## src/rtl/armrel_pkg.sv

```systemverilog
`default_nettype none

package armrel_pkg;

	// relocation types handled
	localparam logic [7:0] CMD_ABS32 = 8'd2;
	localparam logic [7:0] CMD_CALL  = 8'd28;
	localparam logic [7:0] CMD_JMP24 = 8'd29;
	localparam logic [7:0] CMD_MOVW  = 8'd43;
	localparam logic [7:0] CMD_MOVT  = 8'd44;

	// configuration register indexes
	localparam int unsigned CFG_IDX_W = 1;
	localparam logic [CFG_IDX_W-1:0] CFG_CODE_BASE   = 1'd0;
	localparam logic [CFG_IDX_W-1:0] CFG_CODE_LENGTH = 1'd1;

	localparam int unsigned PLT_ENTRIES_DEF = 128;
	localparam int unsigned PLT_SLOT_BYTES  = 12;
	localparam int unsigned QUEUE_DEPTH_DEF = 4;

	localparam logic [31:0] BRANCH_KEEP_MASK = 32'hFF00_0000;
	localparam logic [31:0] MOV_KEEP_MASK    = 32'hFFF0_F000;
	localparam logic [31:0] MOV_LOW_MASK     = 32'h0000_0FFF;

	typedef enum logic [2:0] {
		ST_OK         = 3'd0,
		ST_BAD_OFFSET = 3'd1,
		ST_PLT_ADDEND = 3'd2,
		ST_RANGE      = 3'd3,
		ST_UNKNOWN    = 3'd4
	} status_t;

	typedef enum logic [2:0] {
		KIND_ABS32,
		KIND_BRANCH,
		KIND_MOVW,
		KIND_MOVT,
		KIND_NONE
	} kind_t;

	// classified relocation handed from front to back
	typedef struct packed {
		kind_t       kind;
		status_t     status;   // early verdict; ST_OK lets the back decide
		logic [31:0] old_word;
		logic [31:0] opa;      // branch target, or symbol address
		logic [31:0] opb;      // branch field, old word for ABS32, else 0
		logic [31:0] opc;      // place address for branches, else 0
		logic [31:0] addend;
	} item_t;

endpackage

`default_nettype wire

```

## src/rtl/armrel_front.sv

```systemverilog
`default_nettype none

module armrel_front #(
	parameter int unsigned PLT_ENTRIES = armrel_pkg::PLT_ENTRIES_DEF
) (
	input  wire logic                              clk,
	input  wire logic                              arst_n,
	input  wire logic                              cfg_wr_en,
	input  wire logic [armrel_pkg::CFG_IDX_W-1:0]  cfg_index,
	input  wire logic [31:0]                       cfg_data,
	input  wire logic                              in_valid,
	output      logic                              in_stall,
	input  wire logic [7:0]                        command,
	input  wire logic [31:0]                       old_word,
	input  wire logic [31:0]                       symbol_address,
	input  wire logic signed [31:0]                addend,
	input  wire logic [31:0]                       section_base,
	input  wire logic [31:0]                       section_size,
	input  wire logic [31:0]                       place_offset,
	input  wire logic signed [10:0]                plt_index,
	output      logic                              push,
	output      armrel_pkg::item_t                 push_item,
	input  wire logic                              q_full
);
	import armrel_pkg::*;

	localparam logic [31:0] PLT_BYTES = 32'(PLT_SLOT_BYTES * PLT_ENTRIES);

	logic [31:0] code_base_q;
	logic [31:0] code_length_q;
	logic        valid_s1;
	item_t       item_s1;
	item_t       item_c;

	logic [32:0] end_c;
	logic        bad_off_c;
	logic        plt_direct_c;
	logic        addend_pos_c;
	logic [31:0] plt_slot_c;
	logic [31:0] target_c;

	always_ff @(posedge clk or negedge arst_n) begin
		if (!arst_n) begin
			code_base_q   <= '0;
			code_length_q <= '0;
		end else if (cfg_wr_en) begin
			unique case (cfg_index)
				CFG_CODE_BASE:   code_base_q   <= cfg_data;
				CFG_CODE_LENGTH: code_length_q <= cfg_data;
				default: ;
			endcase
		end
	end

	always_comb begin
		end_c        = {1'b0, place_offset} + 33'd4;
		bad_off_c    = end_c > {1'b0, section_size};
		plt_direct_c = plt_index[10];
		addend_pos_c = !addend[31] && (addend != '0);
		plt_slot_c   = code_base_q + code_length_q - PLT_BYTES
		             + {19'b0, plt_index[9:0], 3'b000} + {20'b0, plt_index[9:0], 2'b00};
		target_c     = plt_direct_c ? symbol_address : plt_slot_c;

		item_c          = '0;
		item_c.old_word = old_word;
		item_c.addend   = $unsigned(addend);
		item_c.opa      = symbol_address;
		item_c.status   = ST_OK;
		unique case (command)
			CMD_ABS32: begin
				item_c.kind = KIND_ABS32;
				item_c.opb  = old_word;
			end
			CMD_CALL, CMD_JMP24: begin
				item_c.kind = KIND_BRANCH;
				item_c.opa  = target_c;
				item_c.opb  = {{6{old_word[23]}}, old_word[23:0], 2'b00};
				item_c.opc  = section_base + place_offset;
				if (!plt_direct_c && addend_pos_c)
					item_c.status = ST_PLT_ADDEND;
			end
			CMD_MOVW: item_c.kind = KIND_MOVW;
			CMD_MOVT: item_c.kind = KIND_MOVT;
			default: begin
				item_c.kind   = KIND_NONE;
				item_c.status = ST_UNKNOWN;
			end
		endcase
		if (item_c.kind != KIND_NONE && bad_off_c)
			item_c.status = ST_BAD_OFFSET;
	end

	assign in_stall  = valid_s1 && q_full;
	assign push      = valid_s1 && !q_full;
	assign push_item = item_s1;

	always_ff @(posedge clk or negedge arst_n) begin
		if (!arst_n) begin
			valid_s1 <= 1'b0;
		end else if (!in_stall) begin
			valid_s1 <= in_valid;
		end
	end

	always_ff @(posedge clk) begin
		if (!in_stall && in_valid)
			item_s1 <= item_c;
	end

endmodule

`default_nettype wire

```

## src/rtl/armrel_queue.sv

```systemverilog
`default_nettype none

module armrel_queue #(
	parameter int unsigned DEPTH = armrel_pkg::QUEUE_DEPTH_DEF
) (
	input  wire logic              clk,
	input  wire logic              arst_n,
	input  wire logic              push,
	input  wire armrel_pkg::item_t push_item,
	output      logic              full,
	input  wire logic              pop,
	output      armrel_pkg::item_t pop_item,
	output      logic              not_empty
);
	import armrel_pkg::*;

	localparam int unsigned PTR_W = $clog2(DEPTH);
	localparam int unsigned CNT_W = $clog2(DEPTH + 1);

	item_t              mem_q [DEPTH];
	item_t              head_q;
	logic [PTR_W-1:0]   wr_ptr_q;
	logic [PTR_W-1:0]   rd_ptr_q;
	logic [PTR_W-1:0]   rd_ptr_c;
	logic [CNT_W-1:0]   count_q;

	assign full      = count_q == CNT_W'(DEPTH);
	assign not_empty = count_q != '0;
	assign pop_item  = head_q;

	// read pointer as it stands after this edge
	assign rd_ptr_c = pop ? ((rd_ptr_q == PTR_W'(DEPTH - 1)) ? '0 : rd_ptr_q + 1'b1)
	                      : rd_ptr_q;

	// head entry registered; a beat pushed into an emptied queue bypasses the array
	always_ff @(posedge clk) begin
		if (push)
			mem_q[wr_ptr_q] <= push_item;
		if (push && wr_ptr_q == rd_ptr_c)
			head_q <= push_item;
		else
			head_q <= mem_q[rd_ptr_c];
	end

	always_ff @(posedge clk or negedge arst_n) begin
		if (!arst_n) begin
			wr_ptr_q <= '0;
			rd_ptr_q <= '0;
			count_q  <= '0;
		end else begin
			if (push)
				wr_ptr_q <= (wr_ptr_q == PTR_W'(DEPTH - 1)) ? '0 : wr_ptr_q + 1'b1;
			rd_ptr_q <= rd_ptr_c;
			if (push && !pop)
				count_q <= count_q + 1'b1;
			else if (pop && !push)
				count_q <= count_q - 1'b1;
		end
	end

endmodule

`default_nettype wire

```

## src/rtl/armrel_back.sv

```systemverilog
`default_nettype none

module armrel_back (
	input  wire logic              clk,
	input  wire logic              arst_n,
	input  wire logic              not_empty,
	input  wire armrel_pkg::item_t pop_item,
	output      logic              pop,
	output      logic              out_valid,
	input  wire logic              out_stall,
	output      logic [31:0]       new_word,
	output      logic [2:0]        status
);
	import armrel_pkg::*;

	logic        out_valid_q;
	logic [31:0] new_word_q;
	status_t     status_q;

	logic [31:0] sum_c;
	logic [31:0] mv_c;
	logic        in_range_c;
	logic [31:0] word_c;
	status_t     st_c;

	assign pop = not_empty && (!out_valid_q || !out_stall);

	always_comb begin
		sum_c      = pop_item.opa + pop_item.opb + pop_item.addend - pop_item.opc;
		// value fits in 26 signed bits when bits 31..25 agree
		in_range_c = (sum_c[31:25] == '0) || (sum_c[31:25] == '1);
		mv_c       = (pop_item.kind == KIND_MOVT) ? {16'b0, sum_c[31:16]} : sum_c;
		word_c     = '0;
		st_c       = pop_item.status;
		if (pop_item.status == ST_OK) begin
			unique case (pop_item.kind)
				KIND_BRANCH: begin
					if (in_range_c)
						word_c = (pop_item.old_word & BRANCH_KEEP_MASK) | {8'b0, sum_c[25:2]};
					else
						st_c = ST_RANGE;
				end
				KIND_ABS32: word_c = sum_c;
				KIND_MOVW, KIND_MOVT: begin
					word_c = (pop_item.old_word & MOV_KEEP_MASK)
					       | {12'b0, mv_c[15:12], 16'b0} | (mv_c & MOV_LOW_MASK);
				end
				default: st_c = ST_UNKNOWN;
			endcase
		end
	end

	always_ff @(posedge clk or negedge arst_n) begin
		if (!arst_n) begin
			out_valid_q <= 1'b0;
		end else if (pop) begin
			out_valid_q <= 1'b1;
		end else if (!out_stall) begin
			out_valid_q <= 1'b0;
		end
	end

	always_ff @(posedge clk) begin
		if (pop) begin
			new_word_q <= word_c;
			status_q   <= st_c;
		end
	end

	assign out_valid = out_valid_q;
	assign new_word  = new_word_q;
	assign status    = status_q;

endmodule

`default_nettype wire

```

## src/rtl/arm_relocation_patcher_top.sv

```systemverilog
`default_nettype none

// channel   dir  handshake            payload
// cfg       in   cfg_wr_en            cfg_index, cfg_data
// in        in   in_valid/in_stall    command .. plt_index (one relocation)
// out       out  out_valid/out_stall  new_word, status
//
// One relocation per beat in each cycle when out is not stalled.
// A relocation passes the front register, the queue head register and the output register.
// The queue lets the front keep taking beats while out_stall is high
// until it fills; then in_stall rises.
// Reset clears code_base and code_length and all valid/pointer state.

module arm_relocation_patcher_top #(
	parameter int unsigned PLT_ENTRIES = armrel_pkg::PLT_ENTRIES_DEF,
	parameter int unsigned QUEUE_DEPTH = armrel_pkg::QUEUE_DEPTH_DEF
) (
	input  wire logic                              clk,
	input  wire logic                              arst_n,
	input  wire logic                              cfg_wr_en,
	input  wire logic [armrel_pkg::CFG_IDX_W-1:0]  cfg_index,
	input  wire logic [31:0]                       cfg_data,
	input  wire logic                              in_valid,
	output      logic                              in_stall,
	input  wire logic [7:0]                        command,
	input  wire logic [31:0]                       old_word,
	input  wire logic [31:0]                       symbol_address,
	input  wire logic signed [31:0]                addend,
	input  wire logic [31:0]                       section_base,
	input  wire logic [31:0]                       section_size,
	input  wire logic [31:0]                       place_offset,
	input  wire logic signed [10:0]                plt_index,
	output      logic                              out_valid,
	input  wire logic                              out_stall,
	output      logic [31:0]                       new_word,
	output      logic [2:0]                        status
);
	import armrel_pkg::*;

	logic  push;
	item_t push_item;
	logic  q_full;
	logic  pop;
	item_t pop_item;
	logic  not_empty;

	// front: config registers, classification, offset check, target select
	armrel_front #(
		.PLT_ENTRIES(PLT_ENTRIES)
	) u_front (
		.clk            (clk),
		.arst_n         (arst_n),
		.cfg_wr_en      (cfg_wr_en),
		.cfg_index      (cfg_index),
		.cfg_data       (cfg_data),
		.in_valid       (in_valid),
		.in_stall       (in_stall),
		.command        (command),
		.old_word       (old_word),
		.symbol_address (symbol_address),
		.addend         (addend),
		.section_base   (section_base),
		.section_size   (section_size),
		.place_offset   (place_offset),
		.plt_index      (plt_index),
		.push           (push),
		.push_item      (push_item),
		.q_full         (q_full)
	);

	// decouples front from back
	armrel_queue #(
		.DEPTH(QUEUE_DEPTH)
	) u_queue (
		.clk       (clk),
		.arst_n    (arst_n),
		.push      (push),
		.push_item (push_item),
		.full      (q_full),
		.pop       (pop),
		.pop_item  (pop_item),
		.not_empty (not_empty)
	);

	// back: final add, range check, field packing, output register
	armrel_back u_back (
		.clk       (clk),
		.arst_n    (arst_n),
		.not_empty (not_empty),
		.pop_item  (pop_item),
		.pop       (pop),
		.out_valid (out_valid),
		.out_stall (out_stall),
		.new_word  (new_word),
		.status    (status)
	);

endmodule

`default_nettype wire
```

## config.mk

```make
export PLATFORM = sky130hd
export DESIGN_NAME = arm_relocation_patcher_top
export DESIGN_NICKNAME = d
export VERILOG_FILES = /design/src/rtl/armrel_pkg.sv /design/src/rtl/armrel_front.sv /design/src/rtl/armrel_queue.sv /design/src/rtl/armrel_back.sv /design/src/rtl/arm_relocation_patcher_top.sv
export SDC_FILE = /design/constraint.sdc
export NUM_CORES = 1
export LEC_CHECK = 0
export BUFFER_PORTS_ARGS = -buffer_cell sky130_fd_sc_hd__buf_4
export CORE_MARGIN = 2
export CORE_UTILIZATION = 40
export DETAILED_ROUTE_END_ITERATION = 7
export GPL_TIMING_DRIVEN = 0
export PLACE_DENSITY = 0.61
export SYNTH_ARGS = -nofsm -noshare
export SYNTH_HDL_FRONTEND = slang
export SYNTH_SLANG_ARGS = --single-unit
```

## constraint.sdc

```tcl
create_clock -name clk -period 10.29 [get_ports clk]
set_input_delay 3.087 -clock clk [delete_from_list [all_inputs] [get_ports clk]]
set_output_delay 3.087 -clock clk [all_outputs]
set_load 0.01 [all_outputs]
```

==> summary.txt <==
Logic synthesis
  – Post-Synth Adder-Cell Area: 0.101
  – Syn. warnings: 0
  – Multiplexer share of the synthesized area: 0.0953
  – Main combinational cell family by area after synthesis: adder cells
  – Post-synthesis share of cell area spent on and, or, nand and nor gates: 0.0686
  – Top cells by area in the synthesized netlist: sky130_fd_sc_hd__edfxtp_1 (57%), sky130_fd_sc_hd__mux4_2 (8.1%), sky130_fd_sc_hd__ha_1 (6.0%)
  – Average size of a mapped cell: 14.6 um2
  – FFs w/ async S/R, synth: 0.0849
  – Flip-flop and latch count after synthesis: 860
  – Number of synthesized flops with an enable pin: slightly below 800
  – Area share of the largest cell type after synthesis: 0.566
  – Cell variety after synth: 79
  – Mapped cell area: 41,700 um2
  – Most frequently used flop master after synthesis: sky130_fd_sc_hd__edfxtp_1
  – Syn Nets: 3,381
  – Post-synthesis instance total: 2,848
  – Top cell type by total area after synthesis: sky130_fd_sc_hd__edfxtp_1
  – Xor and xnor area share after synthesis: 0.0245
  – Sequential cell area fraction in the yosys report: 0.611
  – Synth Area in Compound Gates: 0.0609

Finish
  – Number of nets in the final layout: 3,778
  – Area taken by multi-input logic gates: ~15,000 um2
  – Number of fillers in the final layout: 9,069
  – Layout Area Growth over Synthesis: 17.8%
  – Ratio of cells with drive above 1 in the final layout: 0.209
  – Most used cells in the layout excluding fill and tap cells: sky130_fd_sc_hd__edfxtp_1 (785), sky130_fd_sc_hd__inv_1 (318), sky130_fd_sc_hd__buf_4 (293)
  – Leading cell type in the layout, fill and taps excluded: sky130_fd_sc_hd__edfxtp_1
  – FF/Latch Area: 25,400 um2

Timing
  – Final worst clock skew: about 0.028 ns
  – Transition time of the tightest slew-check pin: 1.12 ns
  – Peak clock frequency supported by timing: around 0.12 GHz
  – Final setup fails: 0
  – Setup repair after global routing missed its margin: no
  – Final-layout setup total negative slack: 0 ns
  – Fraction of the cycle the final worst path needs: 0.797
  – Tightest slew margin relative to the limit: 0.254
  – Final-report hold violation count: 0
  – Clock period minus worst slack: 8.20 ns
  – Worst hold slack across all endpoints: 0.492 ns
  – Final max-slew violation count: 0

CTS
  – Clock latency at the later pin of the worst-skew pair: about 0.67 ns
  – Clock-pin slew on the worst setup and hold paths: around 0.06 ns
  – Number of buffers added by the clock tree synthesis step: 93
  – Clock tree root driver cell: sky130_fd_sc_hd__clkbuf_16
  – Number of sinks driven by the clock tree: 860
  – TritonCTS clock tree: yes
  – Gates resized, CTS repair: 0
  – H-tree depth: 3
  – Clk buf depth: 3
  – Number of buffers inserted for hold repair after clock tree synthesis: 0
  – Number of buffers added for setup after CTS: 0

Worst setup path
  – Stage delay of the slowest cell on the critical path: 0.74 ns
  – Number of buffers and inverters on the critical path: 8
  – Worst path depth: 23
  – Critical path arrival: 8.71 ns
  – Category of cells accounting for the largest share of critical-path delay: buffers and inverters
  – Type of the worst setup path: flop to flop
  – Req. time, crit path: 10.80 ns
  – FF-to-FF path depth: 23
  – CP max FO: 10
  – Critical path's slowest cell: sky130_fd_sc_hd__clkbuf_1
  – CP most frequent cell: sky130_fd_sc_hd__clkbuf_1
  – Series of cell instances along the critical path: clkbuf_1 -> clkbuf_1 -> clkbuf_1 -> clkbuf_1 -> mux4_2 -> fa_1 -> inv_1 -> fa_1 -> inv_1 -> ha_1 -> inv_1 -> fa_1 -> nand2b_1 -> a21oi_1 -> o211ai_1 -> a211oi_1 -> a21oi_1 -> xor2_2 -> o2111ai_2 -> nor3b_4 -> buf_6 -> nand4_1 -> nand3_1
  – CP startpoint kind: flop
  – Crit end category: flop

Floorplan
  – Initial core utilization: 0.403
  – Full die area: 107,000 um2
  – Floorplan Core Area: 103,000 um2
  – Height of the chip: 327 um
  – Overall die width: 327 um
  – Number of ports placed on the die boundary: 286
  – FP Rows: approximately 120

Placed design
  – Placed wire-length estimate after detailed placement: 77,400 um
  – Weighted congestion at the end of routability-driven global placement: 0.889
  – Port Buf Inserts: 285

Detailed routing
  – First-iteration detailed-routing DRC count: 1,964
  – Router iterations before antenna repair: 5
  – Mean routed wirelength per cell: 22.1 um
  – Drc violations: 0
  – Final ANT Viol Nets: 0
  – Wire length after detailed routing: between 100,000 and 150,000 um
  – Number of vias per cell: 5.19
  – Routed vias: 24,434

GRT
  – Largest net degree at the start of global routing: 74
  – Final global-route overflow total: 0
  – First-pass GRT wire length: 156,000 um
  – Via count of the first global-routing pass: 24,822
  – Total global routing track utilization: 0.195
  – Number of antenna violations at the first check in global routing: 10

Worst hold path
  – Worst hold stages: 0
  – Class of the tightest hold or removal check: flop to flop

Run status
  – Status: complete, no violations

Flow run
  – MaxCap Viol Count: 0
## area by class of cell
class | instances | area share
Antenna cell | 2 | 0.000102
Buffer | 98 | 0.00890
Clock buffer | 122 | 0.0518
Clock inverter | 51 | 0.0113
Inverter | 319 | 0.0244
Multi-Input combinational cell | 1571 | 0.298
Sequential cell | 860 | 0.519
Tap cell | 1380 | 0.0352
Timing Repair Buffer | 302 | 0.0518
## synthesized netlist by cell type (16+ instances only)
library cell and number:
sky130_fd_sc_hd__edfxtp_1 785, sky130_fd_sc_hd__inv_1 319, sky130_fd_sc_hd__ha_1 199, sky130_fd_sc_hd__nand2_1 174
sky130_fd_sc_hd__mux4_2 149, sky130_fd_sc_hd__nor2_1 113, sky130_fd_sc_hd__o21ai_0 107, sky130_fd_sc_hd__a21oi_1 85
sky130_fd_sc_hd__fa_1 85, sky130_fd_sc_hd__nand4_1 76, sky130_fd_sc_hd__dfrtp_1 73, sky130_fd_sc_hd__xnor2_1 65
sky130_fd_sc_hd__clkbuf_1 57, sky130_fd_sc_hd__nand3_1 56, sky130_fd_sc_hd__mux2_2 52, sky130_fd_sc_hd__xor2_1 48
sky130_fd_sc_hd__a21o_1 46, sky130_fd_sc_hd__and3_1 29, sky130_fd_sc_hd__a22o_1 27, sky130_fd_sc_hd__nor3_1 27
sky130_fd_sc_hd__nand2b_1 25, sky130_fd_sc_hd__and2_1 17, sky130_fd_sc_hd__buf_1 16
## registers in the layout, summed over array words and instances, names as in the netlist, 3 cells and up, named ones only
register               cells
u_back.new_word           32
u_front.push_item        150
u_queue.count_q            3
u_front.code_length_q     32
u_back.status              3
u_queue.mem_q            600
u_front.code_base_q       32
## stage by stage
step | instances | area (um2) | worst slack, ns | utilization
finish | 4705 | 49000 | 2.09 | 0.475
global route | 4705 | 49000 | 1.49 | 0.475
CTS | 4703 | 49000 | 1.93 | 0.475
detailed placement | 4530 | 45900 | 1.98 | 0.445
global placement | 4513 | 45500 | -5.25 | 0.440
floorplan | 2848 | 41700 | 0.0368 | -
## final timing paths
kind	from	end	slack, ns
max	flop	u_back.new_word[13]$_SDFFCE_PP0P_	2.09
min in group asynchronous	arst_n	u_front.code_base_q[29]$_DFFE_PN0P_	2.58
min	u_front.push_item[35]$_SDFFCE_PP0P_	u_queue.mem_q[3][35]$_DFFE_PP_	0.49
min reg2reg	u_front.push_item[35]$_SDFFCE_PP0P_	u_queue.mem_q[3][35]$_DFFE_PP_	0.49
max in group asynchronous	arst_n	u_front.code_base_q[6]$_DFFE_PN0P_	7.04
max reg2reg	flop	u_back.new_word[13]$_SDFFCE_PP0P_	2.09
## routing by layer
| layer | vias to the layer above | part of all wire | GRT usage |
|---|---|---|---|
| li1 | 11433 | - | - |
| met5 | - | 0.00081 | 0 |
| met4 | 14 | 0.026 | 0.0546 |
| met2 | 711 | 0.48 | 0.321 |
| met3 | 156 | 0.061 | 0.0385 |
| met1 | 12120 | 0.44 | 0.266 |
## cell families after synthesis
group | count (synthesis)
DFF | 860
and+or+nand+nor | 579
buffers and inverters | 417
AOI/OAI and AO/OA | 389
adders and majority gates | 284
muxes | 204
xor gates and xnor gates | 115
Power is left out: the tool's default activity adds up to more than one toggle a clock period on the data nets, which glitch-free logic cannot reach.
